[src/hdl/ordered_list_append_delete_top_assert.svh]
// assertion macros shared by the list controller and datapath
// expects a clock named clk and an active-low reset named rst_n in scope
`ifndef ORDERED_LIST_APPEND_DELETE_TOP_ASSERT_SVH
`define ORDERED_LIST_APPEND_DELETE_TOP_ASSERT_SVH

// consequent holds in the same cycle as the antecedent
`define OLAD_ASSERT_NOW(label, ante, cons, msg) \
    label: assert property (@(posedge clk) disable iff (!rst_n) (ante) |-> (cons)) \
        else $error(msg);

// consequent holds in the cycle after the antecedent
`define OLAD_ASSERT_NEXT(label, ante, cons, msg) \
    label: assert property (@(posedge clk) disable iff (!rst_n) (ante) |=> (cons)) \
        else $error(msg);

`endif

[src/hdl/olad_pkg.sv]
// shared types and constants for the linked list block
// no dependencies
package olad_pkg;

    // fixed field widths of the channels
    localparam int VALUE_W  = 32;
    localparam int COUNT_W  = 5;
    // free map bits examined per scan cycle
    localparam int CHUNK_W  = 8;

    // command codes
    localparam logic CMD_APPEND = 1'b0;
    localparam logic CMD_DELETE = 1'b1;

    // result status codes
    typedef enum logic [1:0] {
        ST_OK        = 2'd0,
        ST_EMPTY     = 2'd1,
        ST_NOT_FOUND = 2'd2,
        ST_FULL      = 2'd3
    } status_t;

    // commands from controller to datapath
    typedef struct packed {
        logic    capture;
        logic    issue_head;
        logic    walk_step;
        logic    unlink;
        logic    scan_step;
        logic    alloc;
        logic    link_tail;
        logic    load_res;
        status_t res_code;
    } olad_dp_cmd_t;

    // status from datapath to controller
    typedef struct packed {
        logic held_zero;
        logic full;
        logic chunk_hit;
        logic match;
        logic last_node;
    } olad_dp_stat_t;

endpackage

[src/hdl/olad_cmd_if.sv]
// command channel: one word carries a command bit and a value
// depends on olad_pkg
interface olad_cmd_if;
    import olad_pkg::*;

    logic                      valid;
    logic                      ready;
    logic                      command;
    logic signed [VALUE_W-1:0] value;

    modport source (output valid, command, value, input ready);
    modport sink   (input valid, command, value, output ready);
endinterface

[src/hdl/olad_res_if.sv]
// result channel: one word carries a status code and the entry count
// depends on olad_pkg
interface olad_res_if;
    import olad_pkg::*;

    logic               valid;
    logic               ready;
    status_t            status;
    logic [COUNT_W-1:0] entry_count;

    modport source (output valid, status, entry_count, input ready);
    modport sink   (input valid, status, entry_count, output ready);
endinterface

[src/hdl/olad_ctrl.sv]
// controller state machine for the linked list block
// depends on olad_pkg and the assertion macro header
module olad_ctrl (
    input  logic                   clk,
    input  logic                   rst_n,
    input  logic                   cmd_valid,
    input  logic                   cmd_command,
    output logic                   cmd_ready,
    input  logic                   res_ready,
    output logic                   res_valid,
    output olad_pkg::olad_dp_cmd_t dp_cmd,
    input  olad_pkg::olad_dp_stat_t dp_stat
);
    import olad_pkg::*;

    typedef enum logic [2:0] {
        S_IDLE,
        S_HEAD,
        S_WALK,
        S_SCAN,
        S_LINK,
        S_DONE
    } state_t;

    state_t  state_reg;
    status_t code_reg;
    logic    res_valid_reg;
    logic    accept;
    logic    load_res;

    // handshake decode
    assign accept    = cmd_valid && (state_reg == S_IDLE);
    assign load_res  = (state_reg == S_DONE) && (!res_valid_reg || res_ready);
    assign cmd_ready = (state_reg == S_IDLE);
    assign res_valid = res_valid_reg;

    // state, status code and result valid
    always_ff @(posedge clk or negedge rst_n)
    begin
        if (!rst_n)
        begin
            state_reg     <= S_IDLE;
            code_reg      <= ST_OK;
            res_valid_reg <= 1'b0;
        end
        else
        begin
            if (load_res)
                res_valid_reg <= 1'b1;
            else if (res_ready)
                res_valid_reg <= 1'b0;

            unique case (state_reg)
                S_IDLE:
                begin
                    if (accept)
                    begin
                        if (cmd_command == CMD_APPEND)
                        begin
                            if (dp_stat.full)
                            begin
                                code_reg  <= ST_FULL;
                                state_reg <= S_DONE;
                            end
                            else
                                state_reg <= S_SCAN;
                        end
                        else
                        begin
                            if (dp_stat.held_zero)
                            begin
                                code_reg  <= ST_EMPTY;
                                state_reg <= S_DONE;
                            end
                            else
                                state_reg <= S_HEAD;
                        end
                    end
                end
                S_HEAD:
                    state_reg <= S_WALK;
                S_WALK:
                begin
                    if (dp_stat.match)
                    begin
                        code_reg  <= ST_OK;
                        state_reg <= S_DONE;
                    end
                    else if (dp_stat.last_node)
                    begin
                        code_reg  <= ST_NOT_FOUND;
                        state_reg <= S_DONE;
                    end
                end
                S_SCAN:
                begin
                    if (dp_stat.chunk_hit)
                    begin
                        code_reg  <= ST_OK;
                        state_reg <= S_LINK;
                    end
                end
                S_LINK:
                    state_reg <= S_DONE;
                S_DONE:
                begin
                    if (load_res)
                        state_reg <= S_IDLE;
                end
                default:
                    state_reg <= S_IDLE;
            endcase
        end
    end

    // datapath commands
    always_comb
    begin
        dp_cmd            = '0;
        dp_cmd.capture    = accept;
        dp_cmd.issue_head = (state_reg == S_HEAD);
        dp_cmd.walk_step  = (state_reg == S_WALK) && !dp_stat.match && !dp_stat.last_node;
        dp_cmd.unlink     = (state_reg == S_WALK) && dp_stat.match;
        dp_cmd.scan_step  = (state_reg == S_SCAN) && !dp_stat.chunk_hit;
        dp_cmd.alloc      = (state_reg == S_SCAN) && dp_stat.chunk_hit;
        dp_cmd.link_tail  = (state_reg == S_LINK);
        dp_cmd.load_res   = load_res;
        dp_cmd.res_code   = code_reg;
    end

    `include "ordered_list_append_delete_top_assert.svh"

    `OLAD_ASSERT_NEXT(a_one_word_at_a_time, cmd_valid && cmd_ready, !cmd_ready, "word accepted while busy")
    `OLAD_ASSERT_NOW(a_walk_not_empty, state_reg == S_WALK, !dp_stat.held_zero, "walk on empty list")
    `OLAD_ASSERT_NOW(a_scan_not_full, state_reg == S_SCAN, !dp_stat.full, "free scan on full list")

endmodule

[src/hdl/olad_dpath.sv]
// datapath of the linked list block: slot memories, free map, head, tail, count
// depends on olad_pkg and the assertion macro header
module olad_dpath #(
    parameter int CAPACITY   = 16,
    parameter int VALUE_BITS = 32
) (
    input  logic                                   clk,
    input  logic                                   rst_n,
    input  logic signed [olad_pkg::VALUE_W-1:0]    value,
    input  olad_pkg::olad_dp_cmd_t                 dp_cmd,
    output olad_pkg::olad_dp_stat_t                dp_stat,
    output olad_pkg::status_t                      res_status,
    output logic [olad_pkg::COUNT_W-1:0]           res_count
);
    import olad_pkg::*;

    localparam int SLOT_BITS  = $clog2(CAPACITY);
    localparam int CNT_BITS   = $clog2(CAPACITY + 1);
    localparam int NCH        = (CAPACITY + CHUNK_W - 1) / CHUNK_W;
    localparam int CIDX_BITS  = (NCH > 1) ? $clog2(NCH) : 1;
    localparam int PAD_BITS   = NCH * CHUNK_W;
    localparam int OFF_BITS   = $clog2(CHUNK_W);
    localparam int PICK_BITS  = CIDX_BITS + OFF_BITS;
    localparam logic [CIDX_BITS-1:0] LAST_CHUNK = CIDX_BITS'(NCH - 1);

    // slot memories
    logic [VALUE_BITS-1:0] value_mem [CAPACITY];
    logic [SLOT_BITS-1:0]  link_mem  [CAPACITY];
    logic [VALUE_BITS-1:0] value_rd;
    logic [SLOT_BITS-1:0]  link_rd;

    // list control state
    logic [CAPACITY-1:0]   free_reg;
    logic [SLOT_BITS-1:0]  head_reg;
    logic [SLOT_BITS-1:0]  tail_reg;
    logic [CNT_BITS-1:0]   held_reg;

    // per-command working registers
    logic [VALUE_BITS-1:0] val_reg;
    logic [SLOT_BITS-1:0]  node_reg;
    logic [SLOT_BITS-1:0]  prev_reg;
    logic [CNT_BITS-1:0]   idx_reg;
    logic [CIDX_BITS-1:0]  chunk_reg;
    logic [SLOT_BITS-1:0]  pick_reg;
    status_t               res_status_reg;
    logic [COUNT_W-1:0]    res_count_reg;

    logic [VALUE_BITS-1:0] in_val;
    logic [COUNT_W-1:0]    count_word;
    logic [PAD_BITS-1:0]   map_pad;
    logic [CHUNK_W-1:0]    chunk_bits;
    logic [OFF_BITS-1:0]   chunk_off;
    logic [PICK_BITS-1:0]  pick_wide;
    logic [SLOT_BITS-1:0]  pick_slot;
    logic                  held_zero;
    logic                  first_node;
    logic                  last_node;
    logic                  rd_en;
    logic [SLOT_BITS-1:0]  rd_addr;
    logic                  link_we;
    logic [SLOT_BITS-1:0]  link_wa;
    logic [SLOT_BITS-1:0]  link_wd;

    // stored value is the low bits of the input word, or the word zero extended
    generate
        if (VALUE_BITS <= VALUE_W)
        begin : g_val_narrow
            assign in_val = value[VALUE_BITS-1:0];
        end
        else
        begin : g_val_wide
            assign in_val = {{(VALUE_BITS - VALUE_W){1'b0}}, value};
        end
    endgenerate

    // entry count modulo the field width
    generate
        if (CNT_BITS >= COUNT_W)
        begin : g_cnt_trunc
            assign count_word = held_reg[COUNT_W-1:0];
        end
        else
        begin : g_cnt_ext
            assign count_word = {{(COUNT_W - CNT_BITS){1'b0}}, held_reg};
        end
    endgenerate

    // free map padded to whole chunks, padding reads as taken
    generate
        for (genvar k = 0; k < PAD_BITS; k++)
        begin : g_pad
            if (k < CAPACITY)
            begin : g_real
                assign map_pad[k] = free_reg[k];
            end
            else
            begin : g_fill
                assign map_pad[k] = 1'b0;
            end
        end
    endgenerate

    // lowest free slot within the current chunk
    assign chunk_bits = map_pad[chunk_reg * CHUNK_W +: CHUNK_W];

    always_comb
    begin
        chunk_off = '0;
        for (int k = CHUNK_W - 1; k >= 0; k--)
        begin
            if (chunk_bits[k])
                chunk_off = OFF_BITS'(k);
        end
    end

    assign pick_wide = {chunk_reg, chunk_off};
    assign pick_slot = pick_wide[SLOT_BITS-1:0];

    // walk position decode
    assign held_zero  = (held_reg == '0);
    assign first_node = (idx_reg == '0);
    assign last_node  = ((idx_reg + CNT_BITS'(1)) == held_reg);

    always_comb
    begin
        dp_stat           = '0;
        dp_stat.held_zero = held_zero;
        dp_stat.full      = (held_reg == CNT_BITS'(CAPACITY));
        dp_stat.chunk_hit = |chunk_bits;
        dp_stat.match     = (value_rd == val_reg);
        dp_stat.last_node = last_node;
    end

    // memory read: head first, then follow the link just read
    assign rd_en   = dp_cmd.issue_head || dp_cmd.walk_step;
    assign rd_addr = dp_cmd.walk_step ? link_rd : head_reg;

    // link memory write select
    always_comb
    begin
        link_we = 1'b0;
        link_wa = '0;
        link_wd = '0;
        priority if (dp_cmd.alloc)
        begin
            link_we = 1'b1;
            link_wa = pick_slot;
        end
        else if (dp_cmd.link_tail && !held_zero)
        begin
            link_we = 1'b1;
            link_wa = tail_reg;
            link_wd = pick_reg;
        end
        else if (dp_cmd.unlink && !first_node)
        begin
            link_we = 1'b1;
            link_wa = prev_reg;
            link_wd = last_node ? '0 : link_rd;
        end
    end

    // value memory
    always_ff @(posedge clk)
    begin
        if (dp_cmd.alloc)
            value_mem[pick_slot] <= val_reg;
        if (rd_en)
            value_rd <= value_mem[rd_addr];
    end

    // link memory
    always_ff @(posedge clk)
    begin
        if (link_we)
            link_mem[link_wa] <= link_wd;
        if (rd_en)
            link_rd <= link_mem[rd_addr];
    end

    // head, tail, count and free map
    always_ff @(posedge clk or negedge rst_n)
    begin
        if (!rst_n)
        begin
            free_reg <= {CAPACITY{1'b1}};
            head_reg <= '0;
            tail_reg <= '0;
            held_reg <= '0;
        end
        else
        begin
            if (dp_cmd.alloc)
                free_reg[pick_slot] <= 1'b0;
            if (dp_cmd.link_tail)
            begin
                if (held_zero)
                    head_reg <= pick_reg;
                tail_reg <= pick_reg;
                held_reg <= held_reg + CNT_BITS'(1);
            end
            if (dp_cmd.unlink)
            begin
                free_reg[node_reg] <= 1'b1;
                held_reg <= held_reg - CNT_BITS'(1);
                if (first_node)
                begin
                    head_reg <= last_node ? '0 : link_rd;
                    if (last_node)
                        tail_reg <= '0;
                end
                else if (last_node)
                    tail_reg <= prev_reg;
            end
        end
    end

    // working registers and result word
    always_ff @(posedge clk)
    begin
        if (dp_cmd.capture)
        begin
            val_reg   <= in_val;
            node_reg  <= head_reg;
            prev_reg  <= '0;
            idx_reg   <= '0;
            chunk_reg <= '0;
        end
        if (dp_cmd.walk_step)
        begin
            prev_reg <= node_reg;
            node_reg <= link_rd;
            idx_reg  <= idx_reg + CNT_BITS'(1);
        end
        if (dp_cmd.scan_step)
            chunk_reg <= chunk_reg + CIDX_BITS'(1);
        if (dp_cmd.alloc)
            pick_reg <= pick_slot;
        if (dp_cmd.load_res)
        begin
            res_status_reg <= dp_cmd.res_code;
            res_count_reg  <= count_word;
        end
    end

    assign res_status = res_status_reg;
    assign res_count  = res_count_reg;

    `include "ordered_list_append_delete_top_assert.svh"

    // the slot is taken in the cycle before the count moves up on append
    `OLAD_ASSERT_NOW(a_free_matches_count, !dp_cmd.link_tail, $countones(free_reg) == (CAPACITY - int'(held_reg)), "free map disagrees with count")
    `OLAD_ASSERT_NOW(a_scan_in_range, dp_cmd.scan_step, chunk_reg != LAST_CHUNK, "free scan ran past the map")
    `OLAD_ASSERT_NOW(a_single_entry, held_reg == CNT_BITS'(1), head_reg == tail_reg, "single entry with head not tail")

endmodule

[src/hdl/ordered_list_append_delete_top.sv]
// Bounded singly linked list of up to CAPACITY values.
// Channels: cmd (sink) takes a word holding command (0 append at tail,
// 1 delete first match) and value; res (source) returns one word per command
// holding status (ok, empty, not found, full) and entry_count after it.
// Only the low VALUE_BITS bits of value are stored and compared.
// One command is in work at a time; cmd.ready is high only while idle.
// Append: the free map is scanned 8 slots per cycle until a free slot
// turns up; the slot is taken, linked at the tail and the result loaded.
// Delete: the head is read, then the list is walked with one memory read
// per entry until a match or the last entry; a match is unlinked.
// Delete on an empty list and append on a full one go straight to the result.
// The result word sits in an output register; while res stalls a new
// command is still taken, and its result waits until the register frees.
// Reset (rst_n, asynchronous, active low) empties the list and marks every
// slot free at once; no clearing pass is needed.
// depends on olad_pkg, olad_cmd_if, olad_res_if, olad_ctrl, olad_dpath
module ordered_list_append_delete_top #(
    parameter int CAPACITY   = 16,
    parameter int VALUE_BITS = 32
) (
    input logic       clk,
    input logic       rst_n,
    olad_cmd_if.sink  cmd,
    olad_res_if.source res
);
    import olad_pkg::*;

    olad_dp_cmd_t  dp_cmd;
    olad_dp_stat_t dp_stat;

    // controller
    olad_ctrl u_ctrl (
        .clk         (clk),
        .rst_n       (rst_n),
        .cmd_valid   (cmd.valid),
        .cmd_command (cmd.command),
        .cmd_ready   (cmd.ready),
        .res_ready   (res.ready),
        .res_valid   (res.valid),
        .dp_cmd      (dp_cmd),
        .dp_stat     (dp_stat)
    );

    // datapath
    olad_dpath #(
        .CAPACITY   (CAPACITY),
        .VALUE_BITS (VALUE_BITS)
    ) u_dpath (
        .clk        (clk),
        .rst_n      (rst_n),
        .value      (cmd.value),
        .dp_cmd     (dp_cmd),
        .dp_stat    (dp_stat),
        .res_status (res.status),
        .res_count  (res.entry_count)
    );

endmodule
[src/flat_wrapper.sv]
// flat-port wrapper written by rule: the top's interface ports become plain ports
module ordered_list_append_delete_top_flat import olad_pkg::*;
#(
    parameter int CAPACITY   = 16,
    parameter int VALUE_BITS = 32
)
  (clk, rst_n, cmd_valid, cmd_command, cmd_value, cmd_ready, res_valid, res_status, res_entry_count, res_ready);
  olad_cmd_if cmd_i ();
  olad_res_if res_i ();
  input logic clk;
  input logic rst_n;
  input wire logic [$bits(cmd_i.valid)-1:0] cmd_valid;
  input wire logic [$bits(cmd_i.command)-1:0] cmd_command;
  input wire logic [$bits(cmd_i.value)-1:0] cmd_value;
  output wire logic [$bits(cmd_i.ready)-1:0] cmd_ready;
  output wire logic [$bits(res_i.valid)-1:0] res_valid;
  output wire logic [$bits(res_i.status)-1:0] res_status;
  output wire logic [$bits(res_i.entry_count)-1:0] res_entry_count;
  input wire logic [$bits(res_i.ready)-1:0] res_ready;
  assign cmd_i.valid = cmd_valid;
  assign cmd_i.command = cmd_command;
  assign cmd_i.value = cmd_value;
  assign cmd_ready = cmd_i.ready;
  assign res_valid = res_i.valid;
  assign res_status = res_i.status;
  assign res_entry_count = res_i.entry_count;
  assign res_i.ready = res_ready;
  ordered_list_append_delete_top #(.CAPACITY(CAPACITY), .VALUE_BITS(VALUE_BITS)) u_core (.clk(clk), .rst_n(rst_n), .cmd(cmd_i), .res(res_i));
endmodule
[config.mk]
export PLATFORM = sky130hd
export DESIGN_NAME = ordered_list_append_delete_top_flat
export DESIGN_NICKNAME = d
export VERILOG_FILES = /design/src/hdl/olad_pkg.sv /design/src/hdl/olad_cmd_if.sv /design/src/hdl/olad_res_if.sv /design/src/hdl/olad_ctrl.sv /design/src/hdl/olad_dpath.sv /design/src/hdl/ordered_list_append_delete_top.sv /design/src/flat_wrapper.sv
export VERILOG_INCLUDE_DIRS = /design/src /design/src/hdl
export SDC_FILE = /design/constraint.sdc
export NUM_CORES = 1
export LEC_CHECK = 0
export ABC_CLOCK_PERIOD_IN_PS = 4900
export BUFFER_PORTS_ARGS = -buffer_cell sky130_fd_sc_hd__clkbuf_2
export CAP_MARGIN = 10
export CORE_ASPECT_RATIO = 0.7
export CORE_UTILIZATION = 46
export DETAILED_ROUTE_END_ITERATION = 8
export GPL_TIMING_DRIVEN = 0
export PLACE_DENSITY = 0.61
export SYNTH_ARGS = -nofsm -noshare
export SYNTH_HDL_FRONTEND = slang
export SYNTH_SLANG_ARGS = --single-unit
[constraint.sdc]
create_clock -name clk -period 4.9 [get_ports clk]
set_input_delay 0.735 -clock clk [delete_from_list [all_inputs] [get_ports clk]]
set_output_delay 0.735 -clock clk [all_outputs]
set_load 0.03 [all_outputs]
Word level (Yosys, flattened, before mapping) --
Memories as Yosys holds them, arrays and structs flattened. A register that Yosys moved wholly into a read port is not among the register bits. Cells that the tools add are included.
Word-level totals: register bits after elaboration 92, RAM bits 576, input port bits 37, output and inout bits 9, logic and storage cells 140, memories 2
Memory list:
- u_core.u_dpath.value_mem | words 16, width 32, read ports 1, clocked after memory_dff 1, wr ports 1, line olad_dpath.sv:27 | logic [VALUE_BITS-1:0] value_mem [CAPACITY];
- u_core.u_dpath.link_mem | words 16, width 4, read ports 1, clocked after memory_dff 1, wr ports 1, line olad_dpath.sv:28 | logic [SLOT_BITS-1:0] link_mem [CAPACITY];
Operators by class: $add $sub $neg 4, magnitude comparators 4, eq/ne operators 14, shifts and indexed selects 1, mux-type cells 67, bitwise gates (word level) 3, reductions and logical operators 30
Operators by type and width (number):
- $mux W4 | 21
- $mux W3 | 16
- $eq A32 B32 Y1 | 1
- $mux W16 | 2
- $mux W5 | 4
- $pmux W3 S6 | 1
- $and A16 B16 Y16 | 1
- $not A16 Y16 | 1
- $or A16 B16 Y16 | 1
- $shiftx A16 B5 Y8 | 1
- $mux W2 | 7
- $mux W1 | 13
- $logic_and A1 B1 Y1 | 11
- $add A5 B1 Y5 const B | 2
- $logic_not A5 Y1 | 2
- $lt A4 B5 Y1 const B | 2
- $demux W1 S4 | 2
- $ge A4 B1 Y1 const B | 2
- $reduce_bool A2 Y1 | 4
- $reduce_or A8 Y1 | 1
- $eq A3 B2 Y1 const B | 2
- $eq A3 B3 Y1 const B | 2
- $logic_not A1 Y1 | 6
- $ne A3 B2 Y1 const B | 2
- other kinds (14) | 16

Longest topological paths before layout --
word-level depth 18, depth in mapped cells 14, depth with buffers taken out 10

Cells and area by module --
Synthesis repeated with hierarchy kept, for this count alone.
Second synthesis, totals: cells, all modules 1902, area, all modules 28885.2 um^2
Modules (own cells, without submodules):
- olad_dpath | times used 1, cells each 1849, area each 28412.2 um^2
- olad_ctrl | times used 1, cells each 53, area each 473.0 um^2

Worst setup path after synthesis --
Ideal clock, no wire load.
path type flip-flop to flip-flop, from register u_core.u_ctrl.state_reg[0], to register u_core.u_dpath.link_rd[0], read port of u_core.u_dpath.link_mem, enable pin, setup time 0.484 ns, data arrival time 3.401 ns, required time 4.416 ns, path slack 1.015 ns, cell stages (with the launch flop) 4, buffers on the path 1, path through dfrtp_1 clkbuf_1 inv_1 o31ai_1
On the way: longest elaborated chain between the ends 4, elaborated cells between the ends (all ways) 6, those cells by class 2 x eq/ne; 1 x mux; 3 x reduce/logical
RTL lines:
- start, declared | line olad_ctrl.sv:25 | state_t state_reg;
- start signal, assigned | line olad_ctrl.sv:42 | state_reg <= S_IDLE;
- start signal, assigned | line olad_ctrl.sv:63 | state_reg <= S_DONE;
- start signal, assigned | line olad_ctrl.sv:66 | state_reg <= S_SCAN;
- $eq A3 B2 Y1 | line olad_ctrl.sv:122 | dp_cmd.walk_step = (state_reg == S_WALK) && !dp_stat.match && !dp_stat.last_node;
- $logic_and A1 B1 Y1 (2 in series) | line olad_ctrl.sv:122
- $logic_or A1 B1 Y1 (*) | line olad_dpath.sv:135 | assign rd_en = dp_cmd.issue_head || dp_cmd.walk_step;
- named net u_core.u_dpath.rd_en | line olad_dpath.sv:58 | logic rd_en;
- end, declared | line olad_dpath.sv:30 | logic [SLOT_BITS-1:0] link_rd;
The timed path passes the listed nets; every way through them passes the cells marked *. A chain may end at the register's enable or synchronous reset.

Worst setup path in the final report --
from register u_core.u_dpath.val_reg[20], to register u_core.u_dpath.link_rd[1], read port of u_core.u_dpath.link_mem, data pin
On the way: longest elaborated chain between the ends 5, elaborated cells between the ends (all ways) 6, those cells by class 1 x eq/ne; 1 x mux; 4 x reduce/logical
RTL lines:
- start, declared | line olad_dpath.sv:39 | logic [VALUE_BITS-1:0] val_reg;
- start signal, assigned | line olad_dpath.sv:223 | val_reg <= in_val;
- $eq A32 B32 Y1 (*) | line olad_dpath.sv:130 | dp_stat.match = (value_rd == val_reg);
- $logic_not A1 Y1 (*) | line olad_ctrl.sv:122
- $logic_and A1 B1 Y1 (*) (2 in series) | line olad_ctrl.sv:122
- $mux W4 / $logic_or A1 B1 Y1 (equally long branches) | line olad_dpath.sv:136, olad_dpath.sv:135
Mark *: on every way between the ends. The rest lies on a longest branch, timed or not.

==> reports/metrics.cfg <==
[cells_and_area]
largest_register=u_core.u_dpath.value_mem
multi_input_area_sq_um=6442
postLayoutCoreUtil_pct=54.42
reg_top3=u_core.u_dpath.value_mem: 512 flops, u_core.u_dpath.link_mem: 64 flops
fillerInstances=4630
fin_nets=1776
drive_above_1_share_pct=17.07
synthToLayoutAreaGrowth_pct=15.76
largest_register_ffs=512
final_area_sq_um=32100
layout_commonest_cell=edfxtp_1
antennaDiodeCount=0
fin_cells=2585
seqCellArea_sq_um=20990
final_cell_mix=edfxtp_1 (669), mux2i_1 (299), o22ai_1 (149)

[logic_synthesis]
syn_area_sq_um=27730
yosysUniqueCellTypes=61
ys_seq_area_share_pct=75.68
ys_top_cells_by_area=edfxtp_1 (72%), mux2i_1 (11%), o22ai_1 (3.4%)
ys.flop_type=edfxtp_1
yosys_warnings=0
syn_avg_cell_area_sq_um=17.60
synth_edf_count=669
ys_ff_latch=704
synth_cells=1575
synth_top_area_share_pct=72.45
async_reset_ff_share_pct=4.972
synth.largest_area_cell=edfxtp_1
synth_fp_nets=1618

[drt]
topRoutingLayerUsed=met4
wl_met1_microns=31870
antenna_left=0
routed_via_density=5.773
wl_microns=66840
detail_route.iter0.violations=1521
vias=14920
wire_per_inst_microns=25.86
drc=0
dr_wl_met2_microns=27950
dr.pass1.iters=5
met3_length_microns=5950

[timing]
fmax_mhz=211.7
post-route-min-period_ns=4.723
period_share_pct=96.38
rsz0062_at_grt=no
setup_slack_ns=0.1772
final_hold_viol_count=0
max_slew_margin_pct=36.16
report.final.slew_viol_count=0
hold_slack_ns=0.2726
finalSetupViolCount=0
skew_ns=0.02641
worstMarginPinSlew_ns=0.9576
tns_ns=0

[critical_path]
path_class=flip-flop to flip-flop
required_ns=5.23
crit_top_cell=buf_2
cp_cell_sequence=buf_12 > xor2_1 > nor4_4 > nand4_2 > o21a_1 > a311oi_1 > buf_2 > buf_2 > buf_2 > mux2i_1 > o22ai_1 > or4_1
critPathArrivalTime_ns=5.05
critical-path-max-stage-delay_ns=0.58
critical_path.top_delay_family=simple AND/OR/NAND/NOR gates
worstSetupEndpointType=flip-flop
slowest_stage=or4_1
path_buf_inv=4
crit_fanout=13
setup.worst_path.start_class=flip-flop

[floorplan]
rows=74
core-area_sq_um=58980
die_w_microns=295.4
initial_core_util_pct=47.01
io_pins=46
die-area_sq_um=61280
die_h_microns=207.4

[cts]
cts_buffer_depth=3
cts_inserted_buffers=70
insertion_delay_ns=0.61
clkSlewWorstSetupHoldPaths_ns=0.06
cts_tree=built
root_buffer=clkbuf_16
htreeDepth=3
cts_sinks=704

[run_status]
status=complete, no violations

[global_route]
grt_overflow=0
track_usage_pct=21.94
antenna_found_initial=0
grt_pass1_vias=14510
grt_max_degree=36
grt_pass1_wl_microns=97010

[placement]
place_congestion=0.8770
placed_cell_area_sq_um=29510
hpwl_microns=43040
dp_slack_ns=-0.1437
numPortBuffers=45
place_inst=2439

[power]
power_leakage_nw=11.67
sw_frac_of_total_pct=33.56
p_seq_share_pct=39.9
combinationalPowerShare_pct=31.7
ir_drop_mv=0.3447
p_total_mw=19.89
powerDensity_nw_per_um2=619.8
p_int_mw=13.22
switchingPower_mw=6.677
clock_power_share_pct=28.3

[worst_hold_path]
hp-class=input port to async pin

[run]
drv_cap=0

-- worst reg2reg max path: cells and delay by family (launching register included) --
family,cells,cell delay [ns]
DFF,1,0.45
AOI/OAI and AO/OA,3,0.78
xor gates and xnor gates,1,0.18
muxes,1,0.27
buffers and inverters,4,1.34
and+or+nand+nor,3,1.40
-- Yosys cell counts, types with 9 or more instances --
master      n
edfxtp_1  669
mux2i_1   299
o22ai_1   149
nor2_1     48
or4_1      38
buf_2      36
xor2_1     35
o21ai_0    32
nand2_1    24
a21oi_1    21
dfrtp_1    19
clkbuf_1   18
dfstp_2    16
inv_1      15
nand2b_1   13
buf_4      11
nand3_1     9
-- metal layers --
| layer | global-route usage (%) | vias up |
|---|---|---|
| met5 | 0 | - |
| met4 | 4.467 | 0 |
| met3 | 5.396 | 87 |
| met2 | 30.27 | 570 |
| met1 | 34.94 | 7634 |
| li1 | - | 6631 |
-- power groups by stage --
| stage | clock network, mW | logic, mW | registers, mW |
|---|---|---|---|
| finish | 5.63 | 6.32 | 7.94 |
| global route | 5.93 | 6.67 | 8.01 |
| CTS | 5.71 | 6.23 | 7.96 |
| detailed placement | 0 | 6.19 | 8.08 |
| global placement | 0 | 6.00 | 8.10 |
| floorplan | 0 | 4.10 | 7.96 |
-- area by class of cell --
type                       instances  share of cell area (%)
buffer                            70                   1.205
clock buffer                      89                   6.073
clock inverter                    37                   1.427
inverter                          15                  0.1754
multi-input combinational        786                   20.07
sequential                       704                   65.38
tap                              798                   3.111
timing repair buffer              86                   2.557
-- final timing paths --
kind,slack [ns],end,depth (start not counted),from
min reg2reg,0.44,u_core.u_dpath.res_status[0],0,u_core.u_ctrl.code_reg[0]
max in group asynchronous,4.03,u_core.u_dpath.count_word[1],1,rst_n
min in group clk,0.30,u_core.u_dpath.val_reg[17],1,cmd_value[17]
max,0.18,u_core.u_dpath.link_rd[1],12,u_core.u_dpath.val_reg[20]
min,0.27,u_core.u_ctrl.state_reg[0],1,rst_n
max reg2reg,0.18,u_core.u_dpath.link_rd[1],12,u_core.u_dpath.val_reg[20]
-- cell families (layout without fill, tap and decap cells) --
logic type / count (synthesis) / after routing / synth area share [%]
multiplexers: 306 / 306 / 11.08
adder cells (fa/ha/maj): 6 / 6 / 0.2978
AND/OR/NAND/NOR: 188 / 188 / 4.183
AO/OA/AOI/OAI: 243 / 243 / 5.776
XOR/XNOR: 43 / 43 / 1.385
buffers and inverters: 85 / 297 / 1.597
flip-flops: 704 / 704 / 75.68
-- what timing repair did --
action / CTS / global route
endpoints found under the hold margin: 0 / 0
hold buffers: 0 / 0
endpoints found under the setup margin: 32 / 5
buffers inserted: 1 / 19
gates resized for setup: 1 / 0
Power figures use the tool's default switching activity.
